<file path="config.mk">
export PLATFORM = sky130hd
export DESIGN_NAME = pileup_column_base_counter
export DESIGN_NICKNAME = d
export VERILOG_FILES = /design/src/rtl/pcbc_pkg.sv /design/src/rtl/pcbc_fifo.sv /design/src/rtl/pcbc_front.sv /design/src/rtl/pcbc_back.sv /design/src/rtl/pileup_column_base_counter.sv
export VERILOG_INCLUDE_DIRS = /design/src /design/src/rtl
export SDC_FILE = /design/constraint.sdc
export NUM_CORES = 2
export LEC_CHECK = 0
export CAP_MARGIN = 10
export CORE_ASPECT_RATIO = 2
export CORE_MARGIN = 2
export CORE_UTILIZATION = 30
export DETAILED_ROUTE_END_ITERATION = 16
export DONT_BUFFER_PORTS = 1
export PLACE_DENSITY_LB_ADDON = 0.12
export SYNTH_ARGS = -nofsm -noshare
export SYNTH_HDL_FRONTEND = slang
export SYNTH_SLANG_ARGS = --single-unit
</file>
<file path="constraint.sdc">
create_clock -name clk -period 10.85 [get_ports clk]
set_input_delay 2.17 -clock clk [delete_from_list [all_inputs] [get_ports clk]]
set_output_delay 2.17 -clock clk [all_outputs]
set_load 0.02 [all_outputs]
</file>
<file path="src/rtl/assert_macros.svh">
`ifndef ASSERT_MACROS_SVH
`define ASSERT_MACROS_SVH

// property holds on every clock edge outside reset
`define CHK_HOLDS(label, clk, rst, prop) \
  label: assert property (@(posedge clk) disable iff (rst) prop) \
    else $error("check failed");

// condition implies a property on the following edge
`define CHK_NEXT(label, clk, rst, pre, post) \
  label: assert property (@(posedge clk) disable iff (rst) (pre) |=> (post)) \
    else $error("check failed");

`endif

</file>
<file path="src/rtl/pcbc_pkg.sv">
`default_nettype none

package pcbc_pkg;

  localparam int COUNT_BITS_DEF = 16;
  localparam int MID_DEPTH_DEF = 4;
  localparam int OUT_DEPTH_DEF = 4;

  localparam int OUT_W = 16;
  localparam int WIDE_W = 40;
  localparam logic [OUT_W-1:0] OUT_MAX = 16'hFFFF;
  localparam logic [15:0] LEN_MAX = 16'hFFFF;

  localparam logic [7:0] CH_PLUS = 8'h2B;
  localparam logic [7:0] CH_COMMA = 8'h2C;
  localparam logic [7:0] CH_MINUS = 8'h2D;
  localparam logic [7:0] CH_DOT = 8'h2E;
  localparam logic [7:0] CH_0 = 8'h30;
  localparam logic [7:0] CH_9 = 8'h39;
  localparam logic [7:0] CH_UA = 8'h41;
  localparam logic [7:0] CH_UC = 8'h43;
  localparam logic [7:0] CH_UG = 8'h47;
  localparam logic [7:0] CH_UN = 8'h4E;
  localparam logic [7:0] CH_UT = 8'h54;
  localparam logic [7:0] CH_LA = 8'h61;
  localparam logic [7:0] CH_LC = 8'h63;
  localparam logic [7:0] CH_LG = 8'h67;
  localparam logic [7:0] CH_LN = 8'h6E;
  localparam logic [7:0] CH_LT = 8'h74;

  localparam int IDX_A = 0;
  localparam int IDX_C = 1;
  localparam int IDX_G = 2;
  localparam int IDX_T = 3;
  localparam int IDX_N = 4;
  localparam int IDX_DEL = 5;

  localparam logic [4:0] CODE_A = 5'd0;
  localparam logic [4:0] CODE_C = 5'd1;
  localparam logic [4:0] CODE_G = 5'd2;
  localparam logic [4:0] CODE_T = 5'd3;
  localparam logic [4:0] CODE_N = 5'd4;
  localparam logic [4:0] CODE_GAP = 5'd5;
  localparam logic [4:0] CODE_R = 5'd6;
  localparam logic [4:0] CODE_Y = 5'd7;
  localparam logic [4:0] CODE_K = 5'd8;
  localparam logic [4:0] CODE_M = 5'd9;
  localparam logic [4:0] CODE_S = 5'd10;
  localparam logic [4:0] CODE_W = 5'd11;
  localparam logic [4:0] CODE_B = 5'd12;
  localparam logic [4:0] CODE_D = 5'd13;
  localparam logic [4:0] CODE_H = 5'd14;
  localparam logic [4:0] CODE_V = 5'd15;
  localparam logic [4:0] CODE_X = 5'd16;

  typedef struct packed {
    logic [4:0]       consensus_code;
    logic [OUT_W-1:0] raw_coverage;
    logic [OUT_W-1:0] count_a;
    logic [OUT_W-1:0] count_c;
    logic [OUT_W-1:0] count_g;
    logic [OUT_W-1:0] count_t;
    logic [OUT_W-1:0] count_deletions;
    logic [OUT_W-1:0] count_unknown;
    logic [OUT_W-1:0] count_insertions;
  } result_t;

  function automatic logic [OUT_W-1:0] clip16(input logic [WIDE_W-1:0] v);
    return (v > WIDE_W'(OUT_MAX)) ? OUT_MAX : v[OUT_W-1:0];
  endfunction

  // mask bit order: A, C, G, T, N, deletion
  function automatic logic [4:0] consensus_of(input logic [5:0] mask);
    logic [4:0] code;
    code = ($countones(mask) == 4) ? CODE_N : CODE_X;
    case (mask)
      6'h01: code = CODE_A;
      6'h02: code = CODE_C;
      6'h04: code = CODE_G;
      6'h08: code = CODE_T;
      6'h10: code = CODE_N;
      6'h20: code = CODE_GAP;
      6'h05: code = CODE_R;
      6'h0A: code = CODE_Y;
      6'h0C: code = CODE_K;
      6'h03: code = CODE_M;
      6'h06: code = CODE_S;
      6'h09: code = CODE_W;
      6'h0E: code = CODE_B;
      6'h0D: code = CODE_D;
      6'h0B: code = CODE_H;
      6'h07: code = CODE_V;
      default: ;
    endcase
    return code;
  endfunction

endpackage

`default_nettype wire

</file>
<file path="src/rtl/pcbc_fifo.sv">
`default_nettype none
`include "assert_macros.svh"

module pcbc_fifo #(
  parameter int WIDTH = 8,
  parameter int DEPTH = 4
) (
  input  wire logic                       clk,
  input  wire logic                       rst,
  input  wire logic                       push,
  input  wire logic [WIDTH-1:0]           wr_data,
  input  wire logic                       pop,
  output logic      [WIDTH-1:0]           rd_data,
  output logic                            empty,
  output logic                            full,
  output logic      [$clog2(DEPTH+1)-1:0] count
);

  localparam int PW = $clog2(DEPTH);
  localparam int CW = $clog2(DEPTH + 1);

  logic [WIDTH-1:0] mem [DEPTH];
  logic [PW-1:0] wr_ptr;
  logic [PW-1:0] rd_ptr;
  logic pop_ok;
  logic push_ok;

  assign empty = (count == '0);
  assign full = (count == CW'(DEPTH));
  assign pop_ok = pop && !empty;
  assign push_ok = push && (!full || pop_ok);
  assign rd_data = mem[rd_ptr];

  always_ff @(posedge clk) begin
    if (push_ok) begin
      mem[wr_ptr] <= wr_data;
    end
  end

  always_ff @(posedge clk) begin
    if (rst) begin
      wr_ptr <= '0;
      rd_ptr <= '0;
      count <= '0;
    end else begin
      if (push_ok) begin
        wr_ptr <= (wr_ptr == PW'(DEPTH - 1)) ? '0 : wr_ptr + PW'(1);
      end
      if (pop_ok) begin
        rd_ptr <= (rd_ptr == PW'(DEPTH - 1)) ? '0 : rd_ptr + PW'(1);
      end
      if (push_ok && !pop_ok) begin
        count <= count + CW'(1);
      end else if (pop_ok && !push_ok) begin
        count <= count - CW'(1);
      end
    end
  end

  `CHK_HOLDS(a_count_bound, clk, rst, count <= CW'(DEPTH))
  `CHK_NEXT(a_push_fills, clk, rst, push && !full && !pop, !empty)

endmodule

`default_nettype wire

</file>
<file path="src/rtl/pcbc_front.sv">
`default_nettype none
`include "assert_macros.svh"

module pcbc_front #(
  parameter int COUNT_BITS = pcbc_pkg::COUNT_BITS_DEF
) (
  input  wire logic                      clk,
  input  wire logic                      rst,
  input  wire logic                      push,
  input  wire logic [7:0]                symbol,
  input  wire logic                      symbol_valid,
  input  wire logic [7:0]                reference_base,
  input  wire logic                      column_end,
  input  wire logic                      rec_full,
  output logic                           rec_push,
  output logic      [8*COUNT_BITS+7:0]   rec_data
);

  import pcbc_pkg::*;

  localparam int CB = COUNT_BITS;
  localparam logic [1:0] MODE_NORMAL = 2'd0;
  localparam logic [1:0] MODE_DIGITS = 2'd1;
  localparam logic [1:0] MODE_SKIP = 2'd2;

  logic [1:0] mode;
  logic [1:0] mode_next;
  logic [15:0] acc;
  logic [15:0] acc_next;
  logic [15:0] skip;
  logic [15:0] skip_next;
  logic [15:0] skip_dec;
  logic [19:0] acc_ext;
  logic [4:0][CB-1:0] cnt;
  logic [4:0][CB-1:0] cnt_next;
  logic [CB-1:0] match;
  logic [CB-1:0] match_next;
  logic [CB-1:0] del;
  logic [CB-1:0] del_next;
  logic [CB-1:0] ins;
  logic [CB-1:0] ins_next;
  logic take;
  logic do_normal;
  logic is_digit;

  function automatic logic [CB-1:0] sat_inc(input logic [CB-1:0] v);
    return (v == '1) ? v : v + CB'(1);
  endfunction

  assign take = push && !rec_full;
  assign is_digit = (symbol >= CH_0) && (symbol <= CH_9);
  assign acc_ext = 20'({acc, 3'b000}) + 20'({acc, 1'b0}) + 20'(symbol - CH_0);
  assign skip_dec = (skip != '0) ? skip - 16'd1 : skip;

  always_comb begin
    mode_next = mode;
    acc_next = acc;
    skip_next = skip;
    cnt_next = cnt;
    match_next = match;
    del_next = del;
    ins_next = ins;
    do_normal = 1'b0;
    if (take && symbol_valid) begin
      unique case (mode)
        MODE_DIGITS: begin
          if (is_digit) begin
            acc_next = (acc_ext > 20'(LEN_MAX)) ? LEN_MAX : acc_ext[15:0];
          end else if (acc == '0) begin
            mode_next = MODE_NORMAL;
            do_normal = 1'b1;
          end else begin
            skip_next = acc - 16'd1;
            acc_next = '0;
            mode_next = (acc != 16'd1) ? MODE_SKIP : MODE_NORMAL;
          end
        end
        MODE_SKIP: begin
          skip_next = skip_dec;
          if (skip_dec == '0) begin
            mode_next = MODE_NORMAL;
          end
        end
        default: begin
          mode_next = MODE_NORMAL;
          do_normal = 1'b1;
        end
      endcase
      if (do_normal) begin
        case (symbol)
          CH_PLUS: begin
            ins_next = sat_inc(ins);
            mode_next = MODE_DIGITS;
            acc_next = '0;
          end
          CH_MINUS: begin
            del_next = sat_inc(del);
            mode_next = MODE_DIGITS;
            acc_next = '0;
          end
          CH_DOT, CH_COMMA: match_next = sat_inc(match);
          CH_UA, CH_LA: cnt_next[IDX_A] = sat_inc(cnt[IDX_A]);
          CH_UC, CH_LC: cnt_next[IDX_C] = sat_inc(cnt[IDX_C]);
          CH_UG, CH_LG: cnt_next[IDX_G] = sat_inc(cnt[IDX_G]);
          CH_UT, CH_LT: cnt_next[IDX_T] = sat_inc(cnt[IDX_T]);
          CH_UN, CH_LN: cnt_next[IDX_N] = sat_inc(cnt[IDX_N]);
          default: ;
        endcase
      end
    end
  end

  // column snapshot after this word's update
  assign rec_push = take && column_end;
  assign rec_data = {reference_base, ins_next, del_next, match_next, cnt_next};

  always_ff @(posedge clk) begin
    if (rst || (take && column_end)) begin
      mode <= MODE_NORMAL;
      acc <= '0;
      skip <= '0;
      cnt <= '0;
      match <= '0;
      del <= '0;
      ins <= '0;
    end else if (take) begin
      mode <= mode_next;
      acc <= acc_next;
      skip <= skip_next;
      cnt <= cnt_next;
      match <= match_next;
      del <= del_next;
      ins <= ins_next;
    end
  end

  `CHK_HOLDS(a_skip_nonzero, clk, rst, (mode == MODE_SKIP) |-> (skip != '0))

endmodule

`default_nettype wire

</file>
<file path="src/rtl/pcbc_back.sv">
`default_nettype none
`include "assert_macros.svh"

module pcbc_back #(
  parameter int COUNT_BITS = pcbc_pkg::COUNT_BITS_DEF,
  parameter int OUT_DEPTH = pcbc_pkg::OUT_DEPTH_DEF
) (
  input  wire logic                      clk,
  input  wire logic                      rst,
  input  wire logic                      rec_empty,
  input  wire logic [8*COUNT_BITS+7:0]   rec_data,
  output logic                           rec_pop,
  input  wire logic                      res_pop,
  output logic                           res_empty,
  output pcbc_pkg::result_t              res
);

  import pcbc_pkg::*;

  localparam int CB = COUNT_BITS;
  localparam int SW = CB + 1;
  localparam int CVW = CB + 3;
  localparam int QCW = $clog2(OUT_DEPTH + 1);
  localparam int OCW = QCW + 1;
  localparam int RW = $bits(result_t);

  logic [7:0] rec_ref;
  logic [5:0][CB-1:0] n_sel;
  logic [5:0][CB-1:0] n1;
  logic [CB-1:0] ins1;
  logic v1;
  logic [5:0] mask_c;
  logic [5:0] mask2;
  logic [SW-1:0] sum01;
  logic [SW-1:0] sum23;
  logic [SW-1:0] sum45;
  logic [5:0][OUT_W-1:0] clip2;
  logic [OUT_W-1:0] ins2;
  logic v2;
  logic [CVW-1:0] cov;
  result_t res_in;
  logic [RW-1:0] res_vec;
  logic res_full;
  logic [QCW-1:0] res_count;
  logic [OCW-1:0] occ;
  logic res_pop_fire;

  assign rec_ref = rec_data[8*CB +: 8];
  assign res_pop_fire = res_pop && !res_empty;
  assign occ = OCW'(res_count) + OCW'(v1) + OCW'(v2);
  // issue only when the result queue has room for everything in flight
  assign rec_pop = !rec_empty && ((occ < OCW'(OUT_DEPTH)) || res_pop_fire);

  always_comb begin
    for (int k = 0; k < 5; k++) begin
      n_sel[k] = rec_data[k*CB +: CB];
    end
    n_sel[IDX_DEL] = rec_data[6*CB +: CB];
    case (rec_ref)
      CH_UA: n_sel[IDX_A] = rec_data[5*CB +: CB];
      CH_UC: n_sel[IDX_C] = rec_data[5*CB +: CB];
      CH_UG: n_sel[IDX_G] = rec_data[5*CB +: CB];
      CH_UT: n_sel[IDX_T] = rec_data[5*CB +: CB];
      default: ;
    endcase
  end

  // a symbol is in the tie set when no other count beats it
  always_comb begin
    for (int i = 0; i < 6; i++) begin
      mask_c[i] = 1'b1;
      for (int j = 0; j < 6; j++) begin
        if (n1[i] < n1[j]) begin
          mask_c[i] = 1'b0;
        end
      end
    end
  end

  always_ff @(posedge clk) begin
    if (rst) begin
      v1 <= 1'b0;
      v2 <= 1'b0;
    end else begin
      v1 <= rec_pop;
      v2 <= v1;
    end
  end

  always_ff @(posedge clk) begin
    if (rec_pop) begin
      n1 <= n_sel;
      ins1 <= rec_data[7*CB +: CB];
    end
    if (v1) begin
      mask2 <= mask_c;
      sum01 <= SW'(n1[0]) + SW'(n1[1]);
      sum23 <= SW'(n1[2]) + SW'(n1[3]);
      sum45 <= SW'(n1[4]) + SW'(n1[5]);
      for (int k = 0; k < 6; k++) begin
        clip2[k] <= clip16(WIDE_W'(n1[k]));
      end
      ins2 <= clip16(WIDE_W'(ins1));
    end
  end

  assign cov = CVW'(sum01) + CVW'(sum23) + CVW'(sum45);

  always_comb begin
    res_in.consensus_code = consensus_of(mask2);
    res_in.raw_coverage = clip16(WIDE_W'(cov));
    res_in.count_a = clip2[IDX_A];
    res_in.count_c = clip2[IDX_C];
    res_in.count_g = clip2[IDX_G];
    res_in.count_t = clip2[IDX_T];
    res_in.count_deletions = clip2[IDX_DEL];
    res_in.count_unknown = clip2[IDX_N];
    res_in.count_insertions = ins2;
  end

  pcbc_fifo #(
    .WIDTH (RW),
    .DEPTH (OUT_DEPTH)
  ) u_res_q (
    .clk     (clk),
    .rst     (rst),
    .push    (v2),
    .wr_data (res_in),
    .pop     (res_pop),
    .rd_data (res_vec),
    .empty   (res_empty),
    .full    (res_full),
    .count   (res_count)
  );

  assign res = result_t'(res_vec);

  `CHK_HOLDS(a_no_push_when_full, clk, rst, v2 |-> !res_full)
  `CHK_HOLDS(a_occ_bound, clk, rst, occ <= OCW'(OUT_DEPTH))

endmodule

`default_nettype wire

</file>
<file path="src/rtl/pileup_column_base_counter.sv">
// Pileup column base counter: takes one base-string character per clock
// through a push/full port, parsing indel markers and counting A/C/G/T/N,
// matches and indels per column; the word that carries column_end closes
// the column, and its result (IUPAC consensus code, raw coverage and the
// per-symbol counts, clipped to 16 bits) reaches empty/pop via the record
// queue, both back-end register stages and the result queue. The front
// update handles one character every clock while full is low, which rises
// only while the short record queue holds MID_DEPTH unfinished columns;
// it feeds the two-stage consensus back end, which finishes one column per
// clock while the OUT_DEPTH-word result queue, holding results until popped, has room.
`default_nettype none

module pileup_column_base_counter #(
  parameter int COUNT_BITS = pcbc_pkg::COUNT_BITS_DEF,
  parameter int MID_DEPTH = pcbc_pkg::MID_DEPTH_DEF,
  parameter int OUT_DEPTH = pcbc_pkg::OUT_DEPTH_DEF
) (
  input  wire logic        clk,
  input  wire logic        rst,
  input  wire logic        push,
  output logic             full,
  input  wire logic [7:0]  symbol,
  input  wire logic        symbol_valid,
  input  wire logic [7:0]  reference_base,
  input  wire logic        column_end,
  output logic             empty,
  input  wire logic        pop,
  output logic [4:0]       consensus_code,
  output logic [15:0]      raw_coverage,
  output logic [15:0]      count_a,
  output logic [15:0]      count_c,
  output logic [15:0]      count_g,
  output logic [15:0]      count_t,
  output logic [15:0]      count_deletions,
  output logic [15:0]      count_unknown,
  output logic [15:0]      count_insertions
);

  import pcbc_pkg::*;

  localparam int REC_W = 8 * COUNT_BITS + 8;

  logic rec_push;
  logic [REC_W-1:0] rec_wdata;
  logic [REC_W-1:0] rec_rdata;
  logic rec_empty;
  logic rec_full;
  logic rec_pop;
  result_t res;

  pcbc_front #(
    .COUNT_BITS (COUNT_BITS)
  ) u_front (
    .clk            (clk),
    .rst            (rst),
    .push           (push),
    .symbol         (symbol),
    .symbol_valid   (symbol_valid),
    .reference_base (reference_base),
    .column_end     (column_end),
    .rec_full       (rec_full),
    .rec_push       (rec_push),
    .rec_data       (rec_wdata)
  );

  pcbc_fifo #(
    .WIDTH (REC_W),
    .DEPTH (MID_DEPTH)
  ) u_rec_q (
    .clk     (clk),
    .rst     (rst),
    .push    (rec_push),
    .wr_data (rec_wdata),
    .pop     (rec_pop),
    .rd_data (rec_rdata),
    .empty   (rec_empty),
    .full    (rec_full),
    .count   ()
  );

  pcbc_back #(
    .COUNT_BITS (COUNT_BITS),
    .OUT_DEPTH  (OUT_DEPTH)
  ) u_back (
    .clk       (clk),
    .rst       (rst),
    .rec_empty (rec_empty),
    .rec_data  (rec_rdata),
    .rec_pop   (rec_pop),
    .res_pop   (pop),
    .res_empty (empty),
    .res       (res)
  );

  assign full = rec_full;
  assign consensus_code = res.consensus_code;
  assign raw_coverage = res.raw_coverage;
  assign count_a = res.count_a;
  assign count_c = res.count_c;
  assign count_g = res.count_g;
  assign count_t = res.count_t;
  assign count_deletions = res.count_deletions;
  assign count_unknown = res.count_unknown;
  assign count_insertions = res.count_insertions;

endmodule

`default_nettype wire

</file>
# --- Yosys cells after proc, flatten, opt, wreduce, memory -nomap -nowiden ---
# Memories as Yosys holds them, arrays and structs flattened. A register that Yosys moved wholly into a read port is not among the register bits.
# Cells that the tools add are included.
totals:
  mem_bits_ro: 0
  ramBits: 1076
  in_bits: 22
  n_memories: 2
  register_bits: 459
  latchBits: 0
op_classes:
  mul: 0
  n_addsub: 33
  div: 0
  bitwise: 0
  n_reduce_logical: 48
  mux: 74
  eq_ne: 54
  n_shift: 0
  n_lt_le_gt_ge: 41
memory_table:
  columns: ["name", "depth", "width", "rd", "rd_clocked_by_memory_dff", "wr", "line_no", "rtl"]
  rows:
  - ["u_rec_q.mem", 4, 136, 1, 1, 1, "pcbc_fifo.sv:22", "logic [WIDTH-1:0] mem [DEPTH];"]
  - ["u_back.u_res_q.mem", 4, 133, 1, 1, 1, "pcbc_fifo.sv:22", null]
ops:
  columns: ["cell", "n"]
  rows:
  - ["$lt A16 B16 Y1", 36]
  - ["$mux W16", 36]
  - ["$mux W80", 2]
  - ["$add A16 B1 Y16 const B", 8]
  - ["$eq A16 B16 Y1 const B", 8]
  - ["$eq A8 B7 Y1 const B", 14]
  - ["$pmux W5 S16", 1]
  - ["$add A32 B32 Y32", 2]
  - ["$add A16 B16 Y17", 3]
  - ["$eq A6 B4 Y1 const B", 7]
  - ["$eq A32 B4 Y1 const B", 1]
  - ["$eq A8 B6 Y1 const B", 4]
  - ["$logic_not A16 Y1", 2]
  - ["$pmux W16 S2", 1]
  - ["$sub A16 B1 Y16 const B", 2]
  - ["$reduce_or A5 Y1", 6]
  - ["$mux W2", 14]
  - ["$eq A6 B3 Y1 const B", 4]
  - ["$add A19 B17 Y20", 1]
  - ["$add A20 B20 Y20", 1]
  - ["$gt A20 B16 Y1 const B", 1]
  - ["$add A19 B17 Y19", 1]
  - ["$gt A19 B16 Y1 const B", 1]
  - ["$add A17 B17 Y18", 1]
  - ["33 further kinds", 93]

# --- Longest topological paths before layout ---
logic_depth:
  word_depth: 12
  depth_mapped: 21
  ltp_nobuf: 20

# --- Modules after synthesis ---
# Synthesis repeated with hierarchy kept, for this count alone.
unflattened:
  cells_unflattened: 4525
  area_unflattened_um2: 69987.1
by_module_without_submodules:
  columns: ["mod", "cells_each", "instances", "area_per_inst_um2"]
  rows:
  - ["pcbc_fifo (u_rec_q)", 757, 1, 20051.7]
  - ["pcbc_fifo (u_back.u_res_q)", 742, 1, 19622.6]
  - ["pcbc_back", 1597, 1, 18813.0]
  - ["pcbc_front", 1429, 1, 11499.8]

# --- Worst setup path before layout ---
# No wires, ideal clock.
synth_path:
  path_kind: "reg-to-reg"
  startpoint: "reg u_back.v1"
  endpoint: "reg u_back.ins1[0], enable pin"
  synth_period_minus_slack_ps: 6912
  required_time_ps: 10119
  slack_ps: 3938
  path_stages_with_launch: 5
  arrival_time_ps: 6181
  path_cell_list: "dfxtp_1 > a21o_1 > a21oi_1 > o32ai_1 > inv_1"
synth_via:
  elab_chain_cells: 5
synth_lines:
  columns: ["item", "line_no", "rtl"]
  rows:
  - ["start, declared", "pcbc_back.sv:31", "logic v1;"]
  - ["start signal, assigned", "pcbc_back.sv:85", "v1 <= rec_pop;"]
  - ["$add A3 B1 Y4", "pcbc_back.sv:50", "assign occ = OCW'(res_count) + OCW'(v1) + OCW'(v2);"]
  - ["$add A4 B1 Y4", "pcbc_back.sv:50", null]
  - ["$lt A4 B3 Y1", "pcbc_back.sv:52", "assign rec_pop = !rec_empty && ((occ < OCW'(OUT_DEPTH)) || res_pop_fire);"]
  - ["$logic_or A1 B1 Y1", "pcbc_back.sv:52", null]
  - ["$logic_and A1 B1 Y1", "pcbc_back.sv:52", null]
  - ["net rec_pop", "pileup_column_base_counter.sv:48", "logic rec_pop;"]
  - ["end signal, assigned", "pcbc_back.sv:93", "ins1 <= rec_data[7*CB +: CB];"]
  - ["end, declared", "pcbc_back.sv:30", "logic [CB-1:0] ins1;"]
# The timed path passes the listed nets, and every way through them passes these cells.
# A chain may end at the register's enable or synchronous reset.

==> reports/summary.log <==
[routing] vias post-DR 37300
[synth] Netlist cell types 78
[sta] total negative slack for setup checks 0 ns
[cts] clk_lat worst skew 0.82 ns
[placement] routability congestion estimate from global placement 0.873
[grt] overall global routing resource usage 16.8%
[job] max-capacitance violation count 0
[sta] final critical-path required period 5.57 ns
[routing] DRC violation count after routing 0
[placement] count of port buffers added during placement 0
[synth] Mapped Nets 4803
[synth] synthesized instance count 4371
[grt] via count of the first global-routing pass 40000
[synth] ys flop type edfxtp_1
[placement] total cell area at the placement stage 0.0727 mm^2
[synth] synthesized area per cell 15.7 um^2
[grt] number of antenna violations at the first check in global routing 2
[placement] Detail Placement HPWL 138000 um
[routing] sum of met2 wire segment lengths after detailed routing 111000 um
[setup_path] cell repeated most along the worst path buf_12
[placement] DP Cell Count 7323
[synth] Cell Area, Synth 0.0687 mm^2
[routing] total met3 wirelength after detailed routing 5620 um
[cts] CTS Sinks 1539
[cts] total number of H-tree levels 4
[sta] final number of hold-violating endpoints 0
[grt] first-pass GRT wire length 283000 um
[routing] total detailed-routing wirelength 196000 um
[cts] number of hold buffers added after cts 0
[setup_path] Critical Path Fanout Max 65
[routing] Vias/cell 4.92
[setup_path] endpoint kind of the worst setup timing path output pin
[sta] PnR worst setup slack 5.28 ns
[final_layout] number of standard cells in the layout, taps in and fillers out 7594
[routing] DRC marker count from the first detailed-route iteration 1788
[final_layout] area grow syn2layout 12.9%
[routing] post-detailed-route count of antenna-violating nets 0
[sta] setup violation total in the final timing report 0
[synth] Async SR Flop Fraction 0%
[sta] Fin Clk Skew 0.0445 ns
[power] Pleak 26.6 nW
[power] portion of total power attributed to combinational logic 36.0%
[cts] setup repair bufs after CTS 0
[synth] proportion of synthesized area in mux cells 10.5%
[final_layout] layout cells sized above 1 15.1%
[sta] Worst Max-Slew Pin Slew 1.10 ns
[floorplanning] initial core utilization 30.1%
[final_layout] area of all sequential standard cells 0.0444 mm^2
[floorplanning] Site Rows 248
[cts] Clock transition at path regs 0.06 ns
[power] Net Sw Frac 37.1%
[final_layout] Filler Cell Count 22100
[final_layout] area of the multi-input gates 0.0230 mm^2
[sta] setup repair after global routing missed its margin no
[sta] worst-case headroom to the max-slew limit 26.1%
[sta] Fmax 0.180 GHz
[setup_path] crit-path cells buf_12 -> buf_12 -> mux4_2
[routing] 1st-pass router iterations 7
[final_layout] fin area 0.0775 mm^2
[grt] largest net degree at the start of global routing 98
[power] sequential fraction of design power 40.4%
[synth] number of synthesis warnings 0
[cts] Clk Tree Root Cell clkbuf_16
[routing] top sig layer met4
[synth] sequential share of the synthesized area 64.6%
[setup_path] startpoint types flip-flop
[synth] main combinational cell family by area after synthesis multiplexers
[setup_path] Worst EP arrival 3.40 ns
[floorplanning] area of the die 0.233 mm^2
[sta] final max-slew violation count 0
[cts] post-cts resize count 0
[synth] post-synthesis compound-gate area fraction 5.15%
[setup_path] slowest CP cell dfxtp_4
[power] switching power 8.24 mW
[cts] CTS tree done
[hold_path] worst hold-check path type flip-flop to flip-flop
[synth] xor/xnor cell area share of the yosys netlist 2.32%
[synth] total of flip-flops plus latches after synthesis 1539
[grt] aggregate global routing overflow 0
[synth] simple-gate portion of the synthesized area 7.77%
[synth] area share of fa/ha/maj cells after synthesis 7.73%
[routing] met1 routed wirelength after detailed routing 68000 um
[setup_path] worst setup slack for register-to-register paths 6.02 ns
[power] maximum vdd drop 160 uV
[cts] clock tree buffer depth 4
[power] clock network fraction of total power 23.6%
[setup_path] CP Class flip-flop to output pin
[final_layout] final net count 4909
[synth] number of enable-type register cells in the synthesized netlist 1357
[final_layout] final core area utilization 34.0%
[power] power density normalized to cell area 286 mW/mm^2
[status] outcome complete, no violations
[setup_path] required arrival time at the worst endpoint 8.68 ns
[cts] clock buffers created by TritonCTS 152
[placement] Post-Place Setup Slack 4.69 ns
[floorplanning] width of the chip 342 um
[sta] post-route clock period utilization 51.3%
[routing] WL per Instance 25.8 um
[floorplanning] total core area 0.228 mm^2
[floorplanning] die height 681 um
[setup_path] Slowest Stage Delay on Critical Path 0.73 ns
[power] internal power summed over all cells 13.9 mW
[floorplanning] # IOs 157
-- worst max-delay path: cells and delay by family, from the launching register on --
family                 cells  cell delay (ns)
multiplexers               1             0.73
flip-flops                 1             0.73
buffers and inverters      2             0.84
-- per-stage QoR --
step           power (mW)  hold WS [ns]
4_1_cts              22.6         0.420
3_3_place_gp         17.2         0.402
2_1_floorplan        14.1         0.400
3_5_place_dp         17.3         0.405
6_report             22.2         0.417
5_1_grt              23.5         0.425
-- layout by cell type, fill, tap and decap left out, drive strengths merged, types with 145 or more instances in the layout --
| cell | synthesis | layout |
|---|---|---|
| edfxtp | 1357 | 1357 |
| ha | 386 | 386 |
| mux4 | 266 | 266 |
| inv | 223 | 228 |
| clkbuf | 82 | 203 |
| dfxtp | 182 | 182 |
| nand2 | 173 | 173 |
| nor2 | 157 | 157 |
| a21oi | 150 | 150 |
| and2 | 145 | 145 |
-- layout make-up --
class                      instances  area share (%)
inverter                         223            1.08
clock inverter                    65           0.870
timing repair buffer              73           0.865
tap                             3000            4.84
multi-input combinational       2488            29.7
clock buffer                     203            5.35
antenna                            3         0.00968
sequential                      1539            57.3
-- power groups by stage --
stage,Sequential [mW],Clock [mW],Combinational [mW]
6_report,8.95,5.24,7.99
5_1_grt,9.03,5.61,8.84
4_1_cts,9.01,5.44,8.15
3_5_place_dp,9.14,0,8.11
3_3_place_gp,9.10,0,8.08
2_1_floorplan,8.48,0,5.60
-- flip-flops by register name, summed over array words and instances (netlist names), 17 cells and up, named ones only --
name,flops
u_back.clip2,96
u_back.sum45,17
u_back.n1,96
u_front.cnt,80
u_back.u_res_q.mem,532
u_back.sum01,17
u_rec_q.mem,544
u_back.sum23,17
-- kinds of logic after synthesis --
kind of cell,after synthesis
adder cells (fa/ha/maj),410
XOR/XNOR,181
AO/OA/AOI/OAI,532
flip-flops,1539
AND/OR/NAND/NOR,989
buffers and inverters,344
multiplexers,376
-- metal layers --
metal  track usage, %  vias up
met1             16.5    19200
met3             2.16      339
met4             8.75        0
met5                0        -
li1                 -    17200
met2             33.3      588
-- final timing paths --
| check | start | to | cells after the start |
|---|---|---|---|
| max | flip-flop | count_insertions[5] | 3 |
| min | u_back.ins1[11] | u_back.ins2[11] | 0 |
| max reg2reg | u_back.sum01[6] | u_back.u_res_q.mem[0][115] | 15 |
| min reg2reg | u_back.ins1[11] | u_back.ins2[11] | 0 |
-- Yosys cell counts (18+ instances only) --
cell type | instances | area (um^2)
buf_1 | 34 | 128
and2_1 | 145 | 907
clkbuf_1 | 82 | 308
a21oi_1 | 150 | 751
xnor2_1 | 123 | 1080
nand2b_1 | 26 | 163
nor2_1 | 157 | 589
and3_1 | 30 | 188
a21o_1 | 67 | 503
and4_1 | 23 | 201
ha_1 | 386 | 4830
nand2_1 | 173 | 649
dfxtp_1 | 182 | 3640
xor2_1 | 57 | 499
fa_1 | 24 | 480
mux4_2 | 266 | 5990
o21bai_1 | 20 | 150
inv_1 | 223 | 837
nor3_1 | 82 | 410
o21ai_0 | 84 | 420
o211ai_1 | 23 | 173
nor2b_1 | 35 | 219
a31oi_1 | 18 | 113
edfxtp_1 | 1357 | 40700
mux2_2 | 94 | 1060
nand4_1 | 102 | 638
o21a_1 | 34 | 255
nor4_1 | 35 | 219
nand3_1 | 95 | 475
or3_1 | 25 | 156
Power figures use the tool's default switching activity.
